==> src/sv/sskc_pkg.sv <==
// ----------------------------------------------------------------------------
// Stereo soft-knee compressor package
// Shared constants, datapath command codes and table builder functions.
// ----------------------------------------------------------------------------
package sskc_pkg;

  localparam int DEF_SAMPLE_BITS = 24;
  localparam int DEF_LOG_ENTRIES = 64;
  localparam int DEF_EXP_ENTRIES = 64;

  localparam int NORM_W     = 32;
  localparam int ENV_W      = 25;
  localparam int MA_W       = 33;
  localparam int MB_W       = 25;
  localparam int P_W        = MA_W + MB_W + 1;
  localparam int CFG_IDX_W  = 3;
  localparam int CFG_DATA_W = 24;

  localparam logic [2:0] NRM_TOP = 3'($clog2(NORM_W) - 1);

  localparam logic [CFG_IDX_W-1:0] CFG_THRESHOLD = 3'd0;
  localparam logic [CFG_IDX_W-1:0] CFG_SLOPE     = 3'd1;
  localparam logic [CFG_IDX_W-1:0] CFG_KNEE_W    = 3'd2;
  localparam logic [CFG_IDX_W-1:0] CFG_KNEE_C    = 3'd3;
  localparam logic [CFG_IDX_W-1:0] CFG_MAKEUP    = 3'd4;
  localparam logic [CFG_IDX_W-1:0] CFG_ATTACK    = 3'd5;
  localparam logic [CFG_IDX_W-1:0] CFG_RELEASE   = 3'd6;

  localparam logic [15:0] RST_THRESHOLD = 16'hEC00;
  localparam logic [15:0] RST_SLOPE     = 16'd32768;
  localparam logic [13:0] RST_KNEE_W    = 14'd0;
  localparam logic [15:0] RST_KNEE_C    = 16'd0;
  localparam logic [15:0] RST_MAKEUP    = 16'd4096;
  localparam logic [23:0] RST_ATTACK    = 24'd34915;
  localparam logic [23:0] RST_RELEASE   = 24'd3495;

  localparam logic signed [ENV_W-1:0] FLOOR_DB = -25'sd6291456;
  localparam logic [MB_W-1:0] DB_PER_OCT = 25'd394566;
  localparam logic [MB_W-1:0] OCT_PER_DB = 25'd10885;
  localparam int PEAK_FLOOR = 8;
  localparam logic [19:0] R8_MAX = 20'd32768;

  typedef enum logic [4:0] {
    OP_NONE, OP_CAPTURE, OP_ABS, OP_NORM, OP_LIDX, OP_LTAB, OP_LDB, OP_LVL,
    OP_ENVM, OP_ENVU, OP_OVER, OP_KSQ, OP_KCV, OP_RED, OP_NMUL, OP_EIDX,
    OP_ETAB, OP_GMUL, OP_GT, OP_MULL, OP_MULR, OP_EMIT
  } op_t;

  typedef struct packed {
    op_t        op;
    logic [2:0] nrm_lvl;
  } cmd_t;

  function automatic logic [63:0] isqrt64(input logic [63:0] v);
    logic [63:0] r;
    logic [63:0] b;
    r = '0;
    for (int k = 31; k >= 0; k--) begin
      b = 64'(1) << k;
      if (((r | b) * (r | b)) <= v) r = r | b;
    end
    return r;
  endfunction

  function automatic logic [15:0] log_entry(input logic [29:0] frac);
    logic [63:0] m;
    logic [15:0] y;
    m = 64'(frac) + (64'(1) << 30);
    y = '0;
    for (int b = 15; b >= 0; b--) begin
      m = (m * m) >> 30;
      if (m >= (64'(1) << 31)) begin
        m = m >> 1;
        y[b] = 1'b1;
      end
    end
    return y;
  endfunction

  function automatic logic [30:0] exp_entry(input logic [15:0] xq);
    logic [63:0] root [17];
    logic [63:0] y;
    root[0] = 64'(1) << 31;
    for (int k = 1; k <= 16; k++) root[k] = isqrt64(root[k-1] << 32);
    y = 64'(1) << 30;
    for (int k = 1; k <= 16; k++) begin
      if (xq[16-k]) y = (y * root[k]) >> 32;
    end
    return 31'(y);
  endfunction

endpackage

==> src/sv/sskc_ctrl.sv <==
// ----------------------------------------------------------------------------
// Stereo soft-knee compressor controller
// Steps the datapath through one frame and owns the request handshakes.
// ----------------------------------------------------------------------------
module sskc_ctrl (
  input  logic            clk,
  input  logic            rst_n,
  input  logic            in_valid,
  output logic            in_ready,
  output logic            out_valid,
  input  logic            out_ready,
  output sskc_pkg::cmd_t  cmd
);
  import sskc_pkg::*;

  typedef enum logic [4:0] {
    S_IDLE, S_ABS, S_NORM, S_LIDX, S_LTAB, S_LDB, S_LVL, S_ENVM, S_ENVU,
    S_OVER, S_KSQ, S_KCV, S_RED, S_NMUL, S_EIDX, S_ETAB, S_GMUL, S_GT,
    S_MULL, S_MULR, S_DONE
  } state_t;

  state_t     state_r, state_nxt;
  logic [2:0] nrm_r, nrm_nxt;
  logic       out_valid_r, out_valid_nxt;

  always_comb begin
    state_nxt     = state_r;
    nrm_nxt       = nrm_r;
    out_valid_nxt = out_valid_r && !out_ready;
    cmd.op        = OP_NONE;
    cmd.nrm_lvl   = nrm_r;
    case (state_r)
      S_IDLE: begin
        if (in_valid) begin
          cmd.op    = OP_CAPTURE;
          state_nxt = S_ABS;
        end
      end
      S_ABS: begin
        cmd.op    = OP_ABS;
        nrm_nxt   = NRM_TOP;
        state_nxt = S_NORM;
      end
      S_NORM: begin
        cmd.op = OP_NORM;
        if (nrm_r == 3'd0) begin
          state_nxt = S_LIDX;
        end else begin
          nrm_nxt = nrm_r - 3'd1;
        end
      end
      S_LIDX: begin cmd.op = OP_LIDX; state_nxt = S_LTAB; end
      S_LTAB: begin cmd.op = OP_LTAB; state_nxt = S_LDB;  end
      S_LDB:  begin cmd.op = OP_LDB;  state_nxt = S_LVL;  end
      S_LVL:  begin cmd.op = OP_LVL;  state_nxt = S_ENVM; end
      S_ENVM: begin cmd.op = OP_ENVM; state_nxt = S_ENVU; end
      S_ENVU: begin cmd.op = OP_ENVU; state_nxt = S_OVER; end
      S_OVER: begin cmd.op = OP_OVER; state_nxt = S_KSQ;  end
      S_KSQ:  begin cmd.op = OP_KSQ;  state_nxt = S_KCV;  end
      S_KCV:  begin cmd.op = OP_KCV;  state_nxt = S_RED;  end
      S_RED:  begin cmd.op = OP_RED;  state_nxt = S_NMUL; end
      S_NMUL: begin cmd.op = OP_NMUL; state_nxt = S_EIDX; end
      S_EIDX: begin cmd.op = OP_EIDX; state_nxt = S_ETAB; end
      S_ETAB: begin cmd.op = OP_ETAB; state_nxt = S_GMUL; end
      S_GMUL: begin cmd.op = OP_GMUL; state_nxt = S_GT;   end
      S_GT:   begin cmd.op = OP_GT;   state_nxt = S_MULL; end
      S_MULL: begin cmd.op = OP_MULL; state_nxt = S_MULR; end
      S_MULR: begin cmd.op = OP_MULR; state_nxt = S_DONE; end
      S_DONE: begin
        if (!out_valid_r || out_ready) begin
          cmd.op        = OP_EMIT;
          out_valid_nxt = 1'b1;
          state_nxt     = S_IDLE;
        end
      end
      default: state_nxt = S_IDLE;
    endcase
  end

  always_ff @(posedge clk) begin
    if (!rst_n) begin
      state_r     <= S_IDLE;
      nrm_r       <= '0;
      out_valid_r <= 1'b0;
    end else begin
      state_r     <= state_nxt;
      nrm_r       <= nrm_nxt;
      out_valid_r <= out_valid_nxt;
    end
  end

  assign in_ready  = (state_r == S_IDLE);
  assign out_valid = out_valid_r;

endmodule

==> config.mk <==
export PLATFORM = sky130hd
export DESIGN_NAME = sskc_ctrl
export DESIGN_NICKNAME = d
export VERILOG_FILES = /design/src/sv/sskc_pkg.sv /design/src/sv/sskc_ctrl.sv
export SDC_FILE = /design/constraint.sdc
export NUM_CORES = 1
export LEC_CHECK = 0
export BUFFER_PORTS_ARGS = -buffer_cell sky130_fd_sc_hd__buf_2
export CORE_MARGIN = 3
export CORE_UTILIZATION = 46
export CTS_BUF_LIST = sky130_fd_sc_hd__clkbuf_4 sky130_fd_sc_hd__clkbuf_8 sky130_fd_sc_hd__clkbuf_16
export DETAILED_ROUTE_END_ITERATION = 8
export PLACE_DENSITY = 0.69
export SLEW_MARGIN = 20
export SYNTH_ARGS = -nofsm -noshare
export SYNTH_HDL_FRONTEND = slang
export SYNTH_SLANG_ARGS = --single-unit
==> constraint.sdc <==
create_clock -name clk -period 3.6 [get_ports clk]
set_input_delay 0.72 -clock clk [delete_from_list [all_inputs] [get_ports clk]]
set_output_delay 0.72 -clock clk [all_outputs]
set_load 0.05 [all_outputs]
Yosys cells after proc, flatten, opt, wreduce, memory -nomap -nowiden
Index checks and enable logic that the tools add are counted.
Storage, ports and cells
  bits of input ports: 4
  bits in registers: 9
  output and inout bits: 10
  word-level logic and storage cells: 48
Operators by class
  equal/unequal tests: 24
  muxes and demuxes: 11
  reductions and logical operators: 9
  add/subtract/negate cells: 1
Operator list (number)
  5-bit case mux with 21 select lines: 2
  5-bit by 4-bit equality test with 1-bit output, second input constant: 8
  5-bit equality test, second input constant: 5
  5-bit by 3-bit equality test with 1-bit output, second input constant: 4
  5-bit two-way mux: 4
  5-bit by 2-bit equality test with 1-bit output, second input constant: 2
  2-bit != test, second input constant: 4
  3-bit case mux with 2 select lines: 1
  5-bit by 1-bit equality test with 1-bit output, second input constant: 1
  5-bit logical NOT: 1
  3-bit logical NOT: 1
  1-bit two-way mux: 3
  3-bit two-way mux: 1
  3-bit AND reduction: 1
  3-bit by 1-bit subtractor with 3-bit output, second input constant: 1
  1-bit logical NOT: 2
  2-bit AND reduction: 1
  2-bit nonzero test: 1
  1-bit logical AND: 1
  1-bit logical OR: 1

Logic depth before layout (Yosys ltp)
  word-level depth: 4
  mapped depth: 6
  depth with buffers taken out: 6

Least setup slack after synthesis
OpenSTA, ideal clock, no wires.
  path type: flip-flop to output port
  start: reg state_r[2]
  end: out in_ready
  arrival time: 1.901 ns
  cell stages (with the launch flop): 4
  required time: 2.880 ns
  buffers on the path: 1
  setup slack: 0.979 ns
  path through: dfxtp_1 buf_6 or3_4 nor3_1
On the way
  longest elaborated chain between the ends: 1
RTL lines
  start: declaration: RTL line sskc_ctrl.sv:22  | state_t state_r, state_nxt;
  start signal: assignment: RTL line sskc_ctrl.sv:86  | state_r <= state_nxt;
  5-bit logical NOT: RTL line sskc_ctrl.sv:92  | assign in_ready = (state_r == S_IDLE);
  end: declaration: RTL line sskc_ctrl.sv:9  | output logic in_ready,
No other way between the ends.

==> impl_metrics.yaml <==
run_status:
  status: "complete, no violations"
logic_synthesis:
  ys_types: 35
  synth_top_family_by_area: "compound AO/OA/AOI/OAI gates"
  ys_seq_elements: 9
  synth_nets: 76
  synth-main-ff-cell: "dfxtp_1"
  syn_inst: 70
  synth_compound_area_frac: 0.321
  synthAdderAreaFrac: 0.0397
  synthMuxAreaShare: 0.0159
  async_flop_share: 0
  post_synth_main_area_contributors: "dfxtp_1 (29%), a2111oi_4 (8.7%), a21oi_1 (4.0%)"
  yosysMostFrequentCell: "dfxtp_1"
  synth_edf_count: 0
  synth_seq_area_share: 0.286
  synth_area_leader_cell: "dfxtp_1"
  syn_area_per_cell_um2: 9.01
  synth.top_cell.area_share: 0.286
  synth-simple-area-share: 0.258
  synth_warnings: 0
  syn-cell-area_um2: 631
  synth_common_cells: "dfxtp_1 (9), a21oi_1 (5), nand2_1 (5), nor2b_1 (4)"
  synth-xor-area-share: 0.0139
global_route:
  overflow: 0
  grt_start_max_net_pins: 13
  grt_util_all_layers: 0.163
  grt_pass1_wl_mm: 2.16
  grt_pass1_vias: 491
  grt_antenna_before_repair: 0
sta:
  fin_crit_sh: 0.677
  setup-violations-final: 0
  finalHoldViolCount: 0
  slew_headroom: 0.657
  fin_tns_setup_ps: 0
  grt_setup_unrepaired: "false"
  tightest_slew_ps: 511
  slew_violations: 0
  fmax_ghz: 0.410
  fin_skew_ps: 4.73
  post-route-min-period_ps: 2440
layout:
  antennaDiodeCount: 0
  final_cell_count_no_fill: 96
  final_nets: 89
  finalInstanceArea_um2: 709
  area_growth_pct: 12.5
  drive_gt1_frac: 0.305
clock_network:
  postCtsSetupBuffers: 0
  clock-sinks: 9
  cts.clk_slew.worst_paths_ps: 60
  h-tree-depth: 1
  ctsRootBufferMaster: "clkbuf_4"
  clk-insertion-delay-late_ps: 270
  tritoncts: "done"
  hold_buffers: 0
  cts-buffers-inserted: 3
  clockBufferDepth: 2
  cts_resized: 0
detailed_routing:
  drc_errors: 0
  vias: 544
  ant_nets: 0
  via_per_inst: 5.67
  drt-wirelength-per-cell_um: 13.4
  drt_first_pass_iters: 4
  drt_wl_total_mm: 1.28
  drtIter0Drc: 12
power_and_ir_drop:
  leakage_nw: 0.286
  vdd_drop_max_v: 0.000211
  power_density_nw_per_um2: 412
place:
  post_dp_cell_area_um2: 679
  dp_cells: 92
  portBuffers: 13
  routabilityCongestion: 0.734
  dp_hpwl_um: 909
floorplanning:
  die_h_um: 43.0
  start_util: 0.525
  ios: 14
  coreArea_um2: 1200
  core.rowCount: 12
  dieArea_um2: 1850
  die_w_um: 43.0
setup_path:
  cp_data_arrival_time_ps: 1720
  cp_max_fo: 11
  startpoint_type: "register"
  cp-end-kind: "output pin"
  criticalPathCategory: "reg -> out"
  required_ps: 2880
worst_hold_path:
  hold_path_class: "reg -> reg"
job:
  max-cap-violations: 0
[worst paths after layout]
check | endpoint | startpoint | cells after the start | slack [ps]
max | cmd[3] | state_r[4]$_SDFFE_PN0P_ | 5 | 1160
max reg2reg | state_r[0]$_SDFFE_PN0P_ | nrm_r[0]$_SDFFE_PN0P_ | 6 | 2000
min | nrm_r[2]$_SDFFE_PN0P_ | nrm_r[2]$_SDFFE_PN0P_ | 2 | 600
min reg2reg | nrm_r[2]$_SDFFE_PN0P_ | nrm_r[2]$_SDFFE_PN0P_ | 2 | 600
[critical path: stages, from the launching register on]
cell and delay (ps):
dfxtp_1 540, or3_4 260, nor3_2 40, nor3_1 200
o21bai_1 140, buf_2 270
[cell usage in the layout (no fill, tap or decap), types with 3 or more instances in the layout]
cell / n
nor3_1: 3
o21a_1: 3
a21oi_1: 5
nand2_1: 5
nor2b_1: 4
o21ai_0: 3
clkbuf_4: 4
dfxtp_1: 9
buf_2: 13
[logic make-up (layout without fill, tap and decap cells)]
logic type,Yosys count,count (layout)
flip-flops,9,9
adder cells (fa/ha/maj),2,2
AND/OR/NAND/NOR,26,26
XOR/XNOR,1,1
multiplexers,1,1
AO/OA/AOI/OAI,24,24
buffers and inverters,7,19
[per-layer routing]
metal	vias up	global-route usage	part of all wire
li1	279	-	-
met1	246	0.201	0.46
met2	15	0.231	0.46
met3	4	0.0763	0.061
met4	0	0.0904	0.019
met5	-	0	0
[state kept, by name, indices dropped and copies added (netlist names)]
| name | flops |
|---|---|
| nrm_r | 3 |
| state_r | 5 |
| out_valid | 1 |
[power breakdown]
| part | internal (mW) | switching [mW] | total, mW |
|---|---|---|---|
| logic | 0.0281 | 0.0610 | 0.0892 |
| registers | 0.105 | 0.0117 | 0.117 |
| clock network | 0.0503 | 0.0362 | 0.0865 |
| total | 0.184 | 0.109 | 0.293 |
[metrics by stage]
step / setup slack [ps] / util / power, mW / hold WS, ps
detailed placement: 1290 / 0.566 / 0.209 / 591
floorplan: 979 / - / 0.193 / 561
global route: 1040 / 0.591 / 0.312 / 642
global placement: 1300 / 0.566 / 0.207 / 576
CTS: 1150 / 0.591 / 0.298 / 601
finish: 1160 / 0.591 / 0.293 / 599
[area by class of cell]
type | instances | area, um^2
Tap cell | 14 | 17.5
Sequential cell | 9 | 180
Fill cell | 126 | 492
Clock buffer | 4 | 30.0
Multi-Input combinational cell | 54 | 409
Inverter | 2 | 7.51
Timing Repair Buffer | 13 | 65.1
(Power assumes the default switching activity.)
